$ cat src/rtl/core/btc_pkg.sv
// ----------------------------------------------------------------------------
// btc_pkg
// Shared types and constants of the block transposition cipher: register
// indexes, count width and the control word that travels with each block.
// ----------------------------------------------------------------------------
package btc_pkg;

  // Width of fill counts and of the key length register
  localparam int unsigned CNT_W = 5;

  // Configuration port geometry: four 64-bit registers at 8-byte spacing
  localparam int unsigned APB_AW = 5;
  localparam int unsigned APB_DW = 64;

  // Register indexes (paddr[4:3])
  localparam logic [1:0] REG_MODE      = 2'd0;
  localparam logic [1:0] REG_KEY_LEN   = 2'd1;
  localparam logic [1:0] REG_KEY_LOW   = 2'd2;
  localparam logic [1:0] REG_KEY_HIGH  = 2'd3;

  // Mode register values
  localparam logic MODE_ENCRYPT = 1'b0;

  // Control word of one closed block
  typedef struct packed {
    logic [CNT_W-1:0] count;  // bytes received; later slots read as zero
    logic             eom;    // block was closed by end of message
  } blk_ctl_t;

endpackage

$ cat src/rtl/core/btc_front.sv
// ----------------------------------------------------------------------------
// btc_front
// Collects message bytes into a block and issues the closed block to the
// block queue when it is full or when the end of the message arrives.
// ----------------------------------------------------------------------------
module btc_front import btc_pkg::*; #(
  parameter int unsigned MAX_KEY_LEN = 16
) (
  input  logic                        clk_i,
  input  logic                        rst_ni,
  input  logic                        in_valid_i,
  output logic                        in_ready_o,
  input  logic [7:0]                  data_byte_i,
  input  logic                        end_of_message_i,
  input  logic [CNT_W-1:0]            block_size_i,
  input  logic                        q_full_i,
  output logic                        q_push_o,
  output logic [MAX_KEY_LEN-1:0][7:0] q_data_o,
  output blk_ctl_t                    q_ctl_o
);

  localparam int unsigned IdxW = $clog2(MAX_KEY_LEN);

  logic [CNT_W-1:0]            fill_q, fill_d;
  logic [MAX_KEY_LEN-1:0][7:0] fill_buf_q;
  logic [CNT_W-1:0]            slot;
  logic [IdxW-1:0]             idx;
  logic [CNT_W-1:0]            count;
  logic                        accept;
  logic                        close;

  // Take a request whenever the queue has room for a closed block
  assign in_ready_o = !q_full_i;
  assign accept     = in_valid_i && in_ready_o;

  // Clamp the slot when the block size shrank below the fill level
  assign slot  = (fill_q >= block_size_i) ? (block_size_i - CNT_W'(1)) : fill_q;
  assign idx   = slot[IdxW-1:0];
  assign count = slot + CNT_W'(1);
  assign close = (count == block_size_i) || end_of_message_i;

  // Issue the block with the incoming byte merged in
  always_comb begin
    q_data_o      = fill_buf_q;
    q_data_o[idx] = data_byte_i;
  end

  assign q_push_o      = accept && close;
  assign q_ctl_o.count = count;
  assign q_ctl_o.eom   = end_of_message_i;

  // Advance or restart the fill level
  always_comb begin
    fill_d = fill_q;
    if (accept) begin
      fill_d = close ? '0 : count;
    end
  end

  always_ff @(posedge clk_i or negedge rst_ni) begin
    if (!rst_ni) begin
      fill_q <= '0;
    end else begin
      fill_q <= fill_d;
    end
  end

  // Store the byte in its slot
  always_ff @(posedge clk_i) begin
    if (accept) begin
      fill_buf_q[idx] <= data_byte_i;
    end
  end

endmodule

$ cat src/rtl/core/btc_queue.sv
// ----------------------------------------------------------------------------
// btc_queue
// Two-entry queue of closed blocks between the collecting front and the
// permuting back end.
// ----------------------------------------------------------------------------
module btc_queue import btc_pkg::*; #(
  parameter int unsigned MAX_KEY_LEN = 16
) (
  input  logic                        clk_i,
  input  logic                        rst_ni,
  input  logic                        push_i,
  input  logic [MAX_KEY_LEN-1:0][7:0] push_data_i,
  input  blk_ctl_t                    push_ctl_i,
  input  logic                        pop_i,
  output logic                        full_o,
  output logic                        empty_o,
  output logic [MAX_KEY_LEN-1:0][7:0] head_data_o,
  output blk_ctl_t                    head_ctl_o
);

  logic [1:0][MAX_KEY_LEN-1:0][7:0] data_q;
  blk_ctl_t [1:0]                   ctl_q;
  logic                             wr_ptr_q, wr_ptr_d;
  logic                             rd_ptr_q, rd_ptr_d;
  logic [1:0]                       cnt_q, cnt_d;

  assign full_o      = (cnt_q == 2'd2);
  assign empty_o     = (cnt_q == 2'd0);
  assign head_data_o = data_q[rd_ptr_q];
  assign head_ctl_o  = ctl_q[rd_ptr_q];

  // Advance pointers and occupancy
  always_comb begin
    wr_ptr_d = wr_ptr_q;
    rd_ptr_d = rd_ptr_q;
    cnt_d    = cnt_q;
    if (push_i) begin
      wr_ptr_d = !wr_ptr_q;
    end
    if (pop_i) begin
      rd_ptr_d = !rd_ptr_q;
    end
    priority if (push_i && !pop_i) begin
      cnt_d = cnt_q + 2'd1;
    end else if (pop_i && !push_i) begin
      cnt_d = cnt_q - 2'd1;
    end else begin
      cnt_d = cnt_q;
    end
  end

  always_ff @(posedge clk_i or negedge rst_ni) begin
    if (!rst_ni) begin
      wr_ptr_q <= 1'b0;
      rd_ptr_q <= 1'b0;
      cnt_q    <= 2'd0;
    end else begin
      wr_ptr_q <= wr_ptr_d;
      rd_ptr_q <= rd_ptr_d;
      cnt_q    <= cnt_d;
    end
  end

  // Hold the block payload
  always_ff @(posedge clk_i) begin
    if (push_i) begin
      data_q[wr_ptr_q] <= push_data_i;
      ctl_q[wr_ptr_q]  <= push_ctl_i;
    end
  end

endmodule

$ cat src/rtl/core/btc_back.sv
// ----------------------------------------------------------------------------
// btc_back
// Permutes the head block into the result buffer, one position per cycle
// through a shared rank unit, then drains the result buffer byte by byte.
// ----------------------------------------------------------------------------
module btc_back import btc_pkg::*; #(
  parameter int unsigned MAX_KEY_LEN = 16
) (
  input  logic                        clk_i,
  input  logic                        rst_ni,
  input  logic                        mode_i,
  input  logic [CNT_W-1:0]            block_size_i,
  input  logic [MAX_KEY_LEN-1:0][7:0] key_chars_i,
  input  logic                        q_empty_i,
  input  logic [MAX_KEY_LEN-1:0][7:0] q_data_i,
  input  blk_ctl_t                    q_ctl_i,
  output logic                        q_pop_o,
  output logic                        out_valid_o,
  input  logic                        out_ready_i,
  output logic [7:0]                  out_byte_o,
  output logic                        block_last_o
);

  localparam int unsigned IdxW = $clog2(MAX_KEY_LEN);

  localparam logic [1:0] ST_IDLE  = 2'd0;
  localparam logic [1:0] ST_PERM  = 2'd1;
  localparam logic [1:0] ST_DRAIN = 2'd2;

  logic [1:0]                  state_q, state_d;
  logic [IdxW-1:0]             pos_q, pos_d;
  logic                        eom_q, eom_d;
  logic [MAX_KEY_LEN-1:0][7:0] res_q;
  logic [CNT_W-1:0]            rank;
  logic [7:0]                  cur_char;
  logic [IdxW-1:0]             rd_idx;
  logic [IdxW-1:0]             wr_idx;
  logic [7:0]                  pad_byte;
  logic                        last_pos;

  // Stable rank of the key character at the current position
  assign cur_char = key_chars_i[pos_q];
  always_comb begin
    rank = '0;
    for (int k = 0; k < MAX_KEY_LEN; k++) begin
      if ((CNT_W'(k) < block_size_i) &&
          ((key_chars_i[k] < cur_char) ||
           ((key_chars_i[k] == cur_char) && (IdxW'(k) < pos_q)))) begin
        rank = rank + CNT_W'(1);
      end
    end
  end

  // Gather by rank when encrypting, scatter by rank when decrypting
  assign rd_idx   = (mode_i == MODE_ENCRYPT) ? rank[IdxW-1:0] : pos_q;
  assign wr_idx   = (mode_i == MODE_ENCRYPT) ? pos_q : rank[IdxW-1:0];
  assign pad_byte = (CNT_W'(rd_idx) < q_ctl_i.count) ? q_data_i[rd_idx] : 8'h00;
  assign last_pos = (CNT_W'(pos_q) == (block_size_i - CNT_W'(1)));

  // Sequence: permute the head block, release it, then drain
  always_comb begin
    state_d = state_q;
    pos_d   = pos_q;
    eom_d   = eom_q;
    q_pop_o = 1'b0;
    unique case (state_q)
      ST_IDLE: begin
        if (!q_empty_i) begin
          state_d = ST_PERM;
          pos_d   = '0;
        end
      end
      ST_PERM: begin
        if (last_pos) begin
          q_pop_o = 1'b1;
          eom_d   = q_ctl_i.eom;
          state_d = ST_DRAIN;
          pos_d   = '0;
        end else begin
          pos_d = pos_q + IdxW'(1);
        end
      end
      ST_DRAIN: begin
        if (out_ready_i) begin
          if (last_pos) begin
            state_d = ST_IDLE;
          end else begin
            pos_d = pos_q + IdxW'(1);
          end
        end
      end
      default: begin
        state_d = ST_IDLE;
      end
    endcase
  end

  always_ff @(posedge clk_i or negedge rst_ni) begin
    if (!rst_ni) begin
      state_q <= ST_IDLE;
      pos_q   <= '0;
      eom_q   <= 1'b0;
    end else begin
      state_q <= state_d;
      pos_q   <= pos_d;
      eom_q   <= eom_d;
    end
  end

  // Write one permuted byte per cycle
  always_ff @(posedge clk_i) begin
    if (state_q == ST_PERM) begin
      res_q[wr_idx] <= pad_byte;
    end
  end

  // Drive the result request from the result buffer
  assign out_valid_o  = (state_q == ST_DRAIN);
  assign out_byte_o   = res_q[pos_q];
  assign block_last_o = out_valid_o && eom_q && last_pos;

`ifndef ASSERT_OFF
  a_pop_nonempty: assert property (@(posedge clk_i) disable iff (!rst_ni)
    q_pop_o |-> !q_empty_i)
    else $error("block released from an empty queue");

  a_pop_then_drain: assert property (@(posedge clk_i) disable iff (!rst_ni)
    q_pop_o |=> (out_valid_o && pos_q == '0))
    else $error("drain did not start at position zero after release");

  a_drain_start: assert property (@(posedge clk_i) disable iff (!rst_ni)
    $rose(out_valid_o) |-> $past(q_pop_o))
    else $error("results shown without a released block");
`endif

endmodule

$ cat src/rtl/core/block_transposition_cipher.sv
// ----------------------------------------------------------------------------
// block_transposition_cipher
// Columnar block transposition: bytes are collected into blocks of one
// byte per key character and each block is emitted permuted by the key's ranks.
// ----------------------------------------------------------------------------
// Usage:
//   Input channel (in_valid_i/in_ready_o) takes one byte per request with an
//   end-of-message flag. A block closes when the block size is reached or when
//   a byte flagged end of message arrives; a short block is zero padded.
//   Output channel (out_valid_o/out_ready_i) returns a full block of bytes per
//   closed block; block_last_o marks the final byte of the message.
//   The APB port holds mode, key length and the two key words; write it only
//   while no block is in flight.
// Timing:
//   Bytes are taken one per cycle while the two-entry block queue has room.
//   A closed block waits in the queue until the back end is idle; the back end
//   then ranks and permutes it into the result buffer, one position per
//   cycle, releases it from the queue and drains the result buffer, and takes
//   the next block only after the drain ends.
// Reset clears the fill level, the queue and the result sequencer; the key
//   registers return to mode 0, key length 1, all-zero key.
// A stalled receiver holds the current result; the queue then fills and
//   in_ready_o drops.
// ----------------------------------------------------------------------------
module block_transposition_cipher import btc_pkg::*; #(
  parameter int unsigned MAX_KEY_LEN = 16
) (
  input  logic              clk_i,
  input  logic              rst_ni,
  // Input byte channel
  input  logic              in_valid_i,
  output logic              in_ready_o,
  input  logic [7:0]        data_byte_i,
  input  logic              end_of_message_i,
  // Result channel
  output logic              out_valid_o,
  input  logic              out_ready_i,
  output logic [7:0]        out_byte_o,
  output logic              block_last_o,
  // Configuration port
  input  logic              psel,
  input  logic              penable,
  input  logic              pwrite,
  input  logic [APB_AW-1:0] paddr,
  input  logic [APB_DW-1:0] pwdata,
  output logic [APB_DW-1:0] prdata,
  output logic              pready
);

  logic                        mode_q;
  logic [CNT_W-1:0]            key_len_q;
  logic [APB_DW-1:0]           key_low_q;
  logic [APB_DW-1:0]           key_high_q;
  logic [1:0]                  reg_idx;
  logic                        reg_wr;
  logic [CNT_W-1:0]            block_size;
  logic [MAX_KEY_LEN-1:0][7:0] key_chars;

  logic                        q_push;
  logic [MAX_KEY_LEN-1:0][7:0] q_push_data;
  blk_ctl_t                    q_push_ctl;
  logic                        q_pop;
  logic                        q_full;
  logic                        q_empty;
  logic [MAX_KEY_LEN-1:0][7:0] q_head_data;
  blk_ctl_t                    q_head_ctl;

  // Register file access
  assign pready  = 1'b1;
  assign reg_idx = paddr[4:3];
  assign reg_wr  = psel && penable && pwrite && pready;

  always_ff @(posedge clk_i or negedge rst_ni) begin
    if (!rst_ni) begin
      mode_q     <= MODE_ENCRYPT;
      key_len_q  <= CNT_W'(1);
      key_low_q  <= '0;
      key_high_q <= '0;
    end else if (reg_wr) begin
      unique case (reg_idx)
        REG_MODE:     mode_q     <= pwdata[0];
        REG_KEY_LEN:  key_len_q  <= pwdata[CNT_W-1:0];
        REG_KEY_LOW:  key_low_q  <= pwdata;
        REG_KEY_HIGH: key_high_q <= pwdata;
        default:      ;
      endcase
    end
  end

  always_comb begin
    unique case (reg_idx)
      REG_MODE:     prdata = {{(APB_DW-1){1'b0}}, mode_q};
      REG_KEY_LEN:  prdata = {{(APB_DW-CNT_W){1'b0}}, key_len_q};
      REG_KEY_LOW:  prdata = key_low_q;
      REG_KEY_HIGH: prdata = key_high_q;
      default:      prdata = '0;
    endcase
  end

  // Clamp the block size into 1..MAX_KEY_LEN
  always_comb begin
    priority if (key_len_q == '0) begin
      block_size = CNT_W'(1);
    end else if (key_len_q > CNT_W'(MAX_KEY_LEN)) begin
      block_size = CNT_W'(MAX_KEY_LEN);
    end else begin
      block_size = key_len_q;
    end
  end

  // Split the key words into characters
  always_comb begin
    for (int i = 0; i < MAX_KEY_LEN; i++) begin
      key_chars[i] = (i < 8) ? key_low_q[(i%8)*8 +: 8] : key_high_q[(i%8)*8 +: 8];
    end
  end

  btc_front #(
    .MAX_KEY_LEN (MAX_KEY_LEN)
  ) u_front (
    .clk_i            (clk_i),
    .rst_ni           (rst_ni),
    .in_valid_i       (in_valid_i),
    .in_ready_o       (in_ready_o),
    .data_byte_i      (data_byte_i),
    .end_of_message_i (end_of_message_i),
    .block_size_i     (block_size),
    .q_full_i         (q_full),
    .q_push_o         (q_push),
    .q_data_o         (q_push_data),
    .q_ctl_o          (q_push_ctl)
  );

  btc_queue #(
    .MAX_KEY_LEN (MAX_KEY_LEN)
  ) u_queue (
    .clk_i       (clk_i),
    .rst_ni      (rst_ni),
    .push_i      (q_push),
    .push_data_i (q_push_data),
    .push_ctl_i  (q_push_ctl),
    .pop_i       (q_pop),
    .full_o      (q_full),
    .empty_o     (q_empty),
    .head_data_o (q_head_data),
    .head_ctl_o  (q_head_ctl)
  );

  btc_back #(
    .MAX_KEY_LEN (MAX_KEY_LEN)
  ) u_back (
    .clk_i        (clk_i),
    .rst_ni       (rst_ni),
    .mode_i       (mode_q),
    .block_size_i (block_size),
    .key_chars_i  (key_chars),
    .q_empty_i    (q_empty),
    .q_data_i     (q_head_data),
    .q_ctl_i      (q_head_ctl),
    .q_pop_o      (q_pop),
    .out_valid_o  (out_valid_o),
    .out_ready_i  (out_ready_i),
    .out_byte_o   (out_byte_o),
    .block_last_o (block_last_o)
  );

endmodule

$ cat config.mk
export PLATFORM = sky130hd
export DESIGN_NAME = block_transposition_cipher
export DESIGN_NICKNAME = d
export VERILOG_FILES = /design/src/rtl/core/btc_pkg.sv /design/src/rtl/core/btc_front.sv /design/src/rtl/core/btc_queue.sv /design/src/rtl/core/btc_back.sv /design/src/rtl/core/block_transposition_cipher.sv
export SDC_FILE = /design/constraint.sdc
export NUM_CORES = 1
export LEC_CHECK = 0
export ABC_AREA = 0
export BUFFER_PORTS_ARGS = -buffer_cell sky130_fd_sc_hd__buf_2
export CELL_PAD_IN_SITES_DETAIL_PLACEMENT = 0
export CELL_PAD_IN_SITES_GLOBAL_PLACEMENT = 1
export CORE_MARGIN = 4
export CORE_UTILIZATION = 53
export CTS_CLUSTER_DIAMETER = 120
export CTS_CLUSTER_SIZE = 24
export DETAILED_ROUTE_END_ITERATION = 16
export PLACE_DENSITY = 0.8
export SYNTH_ARGS = -nofsm -noshare
export SYNTH_HDL_FRONTEND = slang
export SYNTH_HIERARCHICAL = 1
export SYNTH_SLANG_ARGS = --single-unit
$ cat constraint.sdc
create_clock -name clk_i -period 19.9 [get_ports clk_i]
set_input_delay 1.99 -clock clk_i [delete_from_list [all_inputs] [get_ports clk_i]]
set_output_delay 1.99 -clock clk_i [all_outputs]
set_load 0.01 [all_outputs]
* Word-level counts from Yosys, hierarchy flattened
Cells that the tools add are included.
** Storage, ports and cells
- Flip-flop bits (word level) :: 674
- Input port bits :: 85
- Output and inout bits :: 76
- Logic and storage cells :: 326
** Operators by class
- $add $sub $neg :: 20
- $lt $le $gt $ge :: 60
- Eq/ne operators :: 29
- Muxes and demuxes :: 60
- Reduce and logical (&&, ||, !) cells :: 78
** Operators with widths (number)
- $mux W128 :: 3
- $bwmux W128 :: 2
- $bwmux W256 :: 1
- $pmux W64 S4 :: 1
- $demux W128 S1 :: 1
- $eq A8 B8 Y1 :: 16
- $lt A8 B8 Y1 :: 16
- $bmux W8 S4 :: 3
- $mux W4 :: 20
- $demux W8 S4 :: 2
- $add A4 B1 Y4 const B :: 14
- $mux W8 :: 6
- $logic_and A1 B1 Y1 :: 43
- $lt A4 B5 Y1 const A :: 8
- $lt A4 B4 Y1 const A :: 8
- $lt A3 B5 Y1 const A :: 4
- $lt A4 B5 Y1 const B :: 4
- $mux W5 :: 4
- $mux W6 :: 3
- $logic_or A1 B1 Y1 :: 17
- $lt A3 B4 Y1 const A :: 4
- $mux W2 :: 7
- $bwmux W12 :: 1
- $pmux W4 S3 :: 1
- other kinds (32) :: 58

* Longest topological paths before layout
- Depth in word-level cells :: 43
- Gate-level depth with buffers :: 71
- Gate-level depth less buffers :: 67

* Cells and area by module
The synthesis kept the hierarchy.
** By module, submodules not included
- btc_back :: instances 1, cells each 1102, area an instance 12569.6 um2, seq. area each 4018.9 um2
- btc_queue :: instances 1, cells each 433, area an instance 10049.6 um2, seq. area each 8147.8 um2
- btc_front :: instances 1, cells each 374, area an instance 6602.6 um2, seq. area each 3968.8 um2
- block_transposition_cipher :: instances 1, cells each 439, area an instance 6204.7 um2, seq. area each 3354.5 um2

* Worst setup path before layout
OpenSTA, ideal clock, no wires.
- Path kind :: reg2reg
- Start point :: reg u_back.pos_q[0]
- End point :: reg u_back/res_q[0] (netlist bit), data pin
- Setup time :: 0.352 ns
- Data arrival time :: 15.377 ns
- Required time :: 19.548 ns
- Slack :: 4.171 ns
- Cell stages (with the launch flop) :: 70
- Path buffers :: 7
- Clock period less this slack :: 15.729 ns
- Cells stage by stage :: dfrtp_1 > clkbuf_1 > buf_1 > buf_1 > clkbuf_1 > clkbuf_1 > mux2i_1 > o22ai_1 > a211oi_1 > ha_1 > o21ai_0 > nand2b_1 > a21oi_1 > nor2_1 > a211oi_1 > o21a_1 > ha_1 > xor2_1 > [34 not listed] > inv_1 > a311o_1 > o31ai_1 > ha_1 > mux2_2 > ha_1 > mux2_2 > ha_1 > mux2i_1 > o21ai_0 > clkbuf_1 > clkbuf_1 > ha_1 > a21boi_0 > o21a_1 > o21ai_0 > a21oi_1 > a311oi_1
** Between the ends
- Elaborated cells between the ends (all ways) :: 141
- Classes of those cells :: 15 x add/sub; 35 x order compare; 16 x eq/ne; 26 x mux; 49 x reduce/logical
** RTL lines
- start, declared :: line btc_back.sv:31 : logic [IdxW-1:0] pos_q, pos_d;
- start signal, assigned :: line btc_back.sv:105 : pos_q <= pos_d;
- parallel branches: the longest is 37 deep, another holds $lt A8 B8 Y1
- $mux W4 (*) :: line btc_back.sv:55 : assign rd_idx = (mode_i == MODE_ENCRYPT) ? rank[IdxW-1:0] : pos_q;
- $bmux W8 S4 :: line btc_back.sv:57 : assign pad_byte = (CNT_W'(rd_idx) < q_ctl_i.count) ? q_data_i[rd_idx] : 8'h00;
- $mux W8 (implied by the code) :: line btc_back.sv:57
- $mux W8 (*) :: line btc_back.sv:57
- named net u_back.pad_byte[0] :: line btc_back.sv:38 : logic [7:0] pad_byte;
- $bwmux W128 (*) :: line btc_back.sv:113 : res_q[wr_idx] <= pad_byte;
- end signal, assigned by index :: line btc_back.sv:113
- end, declared :: line btc_back.sv:33 : logic [MAX_KEY_LEN-1:0][7:0] res_q;
Mark *: on every way through the listed nets, which the timed path passes. The select of a mux whose other input is x is not followed.
A chain may end at the register's enable or synchronous reset.

* Worst setup path in the final report
- Start point :: reg u_back.pos_q[0]
- End point :: reg u_back/res_q[119] (netlist bit), data pin
Same word-level chain as after synthesis.

==> results.py <==
metrics = {
    "detailed_routing": {
        "drt_iter0_markers": 1484,
        "antenna_left": 0,
        "first_pass_iters": 5,
        "vias": 20521,
        "wl_per_cell_microns": 25.1,
        "wirelength_microns": 83900,
        "drc_errors": 0,
        "avgViaCountPerCell": 6.13,
    },
    "sta": {
        "final-setup-viol-count": 0,
        "skew_ns": 0.0423,
        "hold_viol_final": 0,
        "fin_crit_ns": 17.00,
        "maxSlewViolCount": 0,
        "setup_tns_ns": 0,
        "slew_headroom": 0.0857,
        "tightest_slew_ns": 1.37,
        "clock.fmax_mhz": 58.8,
        "period_share": 0.854,
        "rsz0062_at_grt": "false",
        "timing.final.ws_setup_ns": 2.90,
    },
    "yosys": {
        "yosysSeqAreaShare": 0.550,
        "ys_seq_elements": 674,
        "synth_cells": 2348,
        "yosysMostFrequentCell": "edfxtp_1",
        "synth.area.top_cells": "edfxtp_1, mux2_2, dfrtp_1",
        "synth_nets": 2598,
        "syn_avg_cell_area_sq_um": 15.1,
        "synth_top_area_frac": 0.444,
        "synth_top_cell_by_area": "edfxtp_1",
        "synth.distinct_cells": 106,
        "synthTopCellsByCount": "edfxtp_1, mux2_2, ha_1",
        "syn_area_sq_mm": 0.0354,
        "synth-main-ff-cell": "edfxtp_1",
        "async_reset_ff_frac": 0.223,
        "synth-edff-count": 524,
        "synth_warnings": 6,
    },
    "worst_setup_path": {
        "worstPathRequired_ns": 20.10,
        "path_class": "register to register",
        "cp_slowest_cell": "a311oi_2",
        "critPathMostFrequentCell": "ha_1",
        "cp.arrival_ns": 17.19,
        "end_kind": "register",
        "start_kind": "register",
        "cp_max_fo": 65,
        "cpPeakStageDelay_ns": 1.01,
    },
    "placed_design": {
        "dp_cells": 3294,
        "dpl_worst_slack_ns": 2.95,
        "routabilityCongestion": 0.911,
        "portBuffers": 156,
        "dp.final_hpwl_microns": 57400,
    },
    "cts": {
        "cts_buffers": 34,
        "clk_latency_ns": 0.61,
        "clk_pin_slew_ns": 0.11,
        "clockRootBuffer": "clkbuf_16",
        "cts_htree_levels": 2,
        "tritoncts": "yes",
        "post_cts_buffers": 0,
        "cts-resized-gates": 0,
        "holdBufCountCts": 0,
        "cts_max_path_buffers": 3,
        "clock_sinks": 674,
    },
    "grt": {
        "grt_util_met3": 0.0340,
        "antenna_found_initial": 1,
        "gr-usage-met1": 0.320,
        "grt_remaining_overflow": 0,
        "grt_max_degree": 87,
        "track_usage": 0.233,
        "grt_pass1_wl_microns": 127000,
        "grt_util_met2": 0.395,
        "grt-busiest-layer": "met2",
        "grt_pass1_vias": 20899,
    },
    "die": {
        "chipHeight_microns": 267,
        "die_area_sq_mm": 0.0710,
        "die_w_microns": 267,
        "io_pins": 161,
        "core_area_sq_mm": 0.0660,
        "std_cell_rows": 94,
        "initial_core_util": 0.537,
    },
    "layout": {
        "syn_to_final_growth_pct": 7.44,
        "final_nets": 2716,
        "stdcell_count": 3348,
        "drive_gt1_frac": 0.333,
    },
    "flow_run": {
        "cap_violations": 0,
    },
    "hold_path": {
        "hold_path_class": "register to register",
    },
    "status": {
        "status": "finished clean",
    },
}
==> cell families (layout without fill, tap and decap cells) <==
group                    Yosys count  after routing  synth area share
multiplexers                     627            627             0.229
adder cells (fa/ha/maj)          165            165            0.0583
flip-flops                       674            674             0.550
AO/OA/AOI/OAI                    257            257            0.0538
XOR/XNOR                          61             61            0.0196
AND/OR/NAND/NOR                  380            380            0.0637
other                              1              2          0.000106
buffers and inverters            183            318            0.0255
==> per-layer routing <==
layer | part of all wire | vias to the layer above | routed length [microns]
met5 | 0 | - | 0
met4 | 0.024 | 0 | 2040
met3 | 0.050 | 108 | 4190
met2 | 0.49 | 496 | 41500
met1 | 0.43 | 10651 | 36200
li1 | - | 9266 | -
==> cell type report <==
cell class,instances,area (sq um)
repair buffers,191,1050
flip-flops and latches,674,19500
multi-input cells,1491,15200
inverters,74,280
clock buffers,49,938
well taps,864,1080
fillers,5150,27900
clock inverters,4,53.8
diodes,1,2.50
==> flip-flops by register name, summed over array words and instances (netlist names), 2 cells and up <==
register,cells
u_back/res_q,128
key_high_q,64
u_queue/data_q,256
u_queue/ctl_q,12
u_back/pos_q,4
key_low_q,64
u_back/state_q,2
u_front/fill_q,5
u_queue/cnt_q,2
key_len_q,5
u_front/fill_buf_q,128
==> critical path, delay by kind of cell (launching register included) <==
family,cells,cell delay [ns]
AO/OA/AOI/OAI,15,4.14
AND/OR/NAND/NOR,11,1.27
XOR/XNOR,1,0.32
multiplexers,8,2.63
adder cells (fa/ha/maj),16,4.61
flip-flops,1,0.84
buffers and inverters,12,2.70
==> path summary, 6_finish.rpt <==
check | slack (ns) | cells past startpoint | to | start
worst max-delay path | 2.90 | 63 | u_back/res_q[119]$_DFFE_PP_ | u_back/pos_q[0]$_DFFE_PN0P_
worst min-delay path | 0.52 | 1 | u_queue/cnt_q[1]$_DFFE_PN0P_ | u_queue/cnt_q[1]$_DFFE_PN0P_
worst max register to register | 2.90 | 63 | u_back/res_q[119]$_DFFE_PP_ | u_back/pos_q[0]$_DFFE_PN0P_
min in group asynchronous | 1.46 | 1 | key_high_q[12]$_DFFE_PN0P_ | rst_ni
max in group asynchronous | 17.06 | 2 | key_high_q[59]$_DFFE_PN0P_ | rst_ni
worst min register to register | 0.52 | 1 | u_queue/cnt_q[1]$_DFFE_PN0P_ | u_queue/cnt_q[1]$_DFFE_PN0P_
==> per-stage QoR <==
step           hold WS (ns)  cell area (sq um)   util
3_5_place_dp          0.506              37100  0.562
6_report              0.521              38100  0.577
5_1_grt               0.536              38100  0.577
4_1_cts               0.525              38100  0.577
2_1_floorplan         0.455              35400      -
3_3_place_gp          0.477              37100  0.562
==> layout by cell type (no fill, tap or decap), types with 22 or more instances in the layout <==
cell,instances
mux2i_1,105
nand3_1,34
buf_2,154
a21oi_1,48
nor3_1,28
mux2_2,337
nor2b_1,80
inv_1,71
o211ai_1,22
ha_1,165
nand2_1,67
clkbuf_16,35
buf_4,36
edfxtp_1,524
mux4_2,68
xnor2_1,29
dfrtp_1,145
mux2_4,108
a211oi_1,25
nor2_1,47
Power is not shown: default switching activity piles up to over one toggle a cycle in this logic, so the estimate is an artifact.
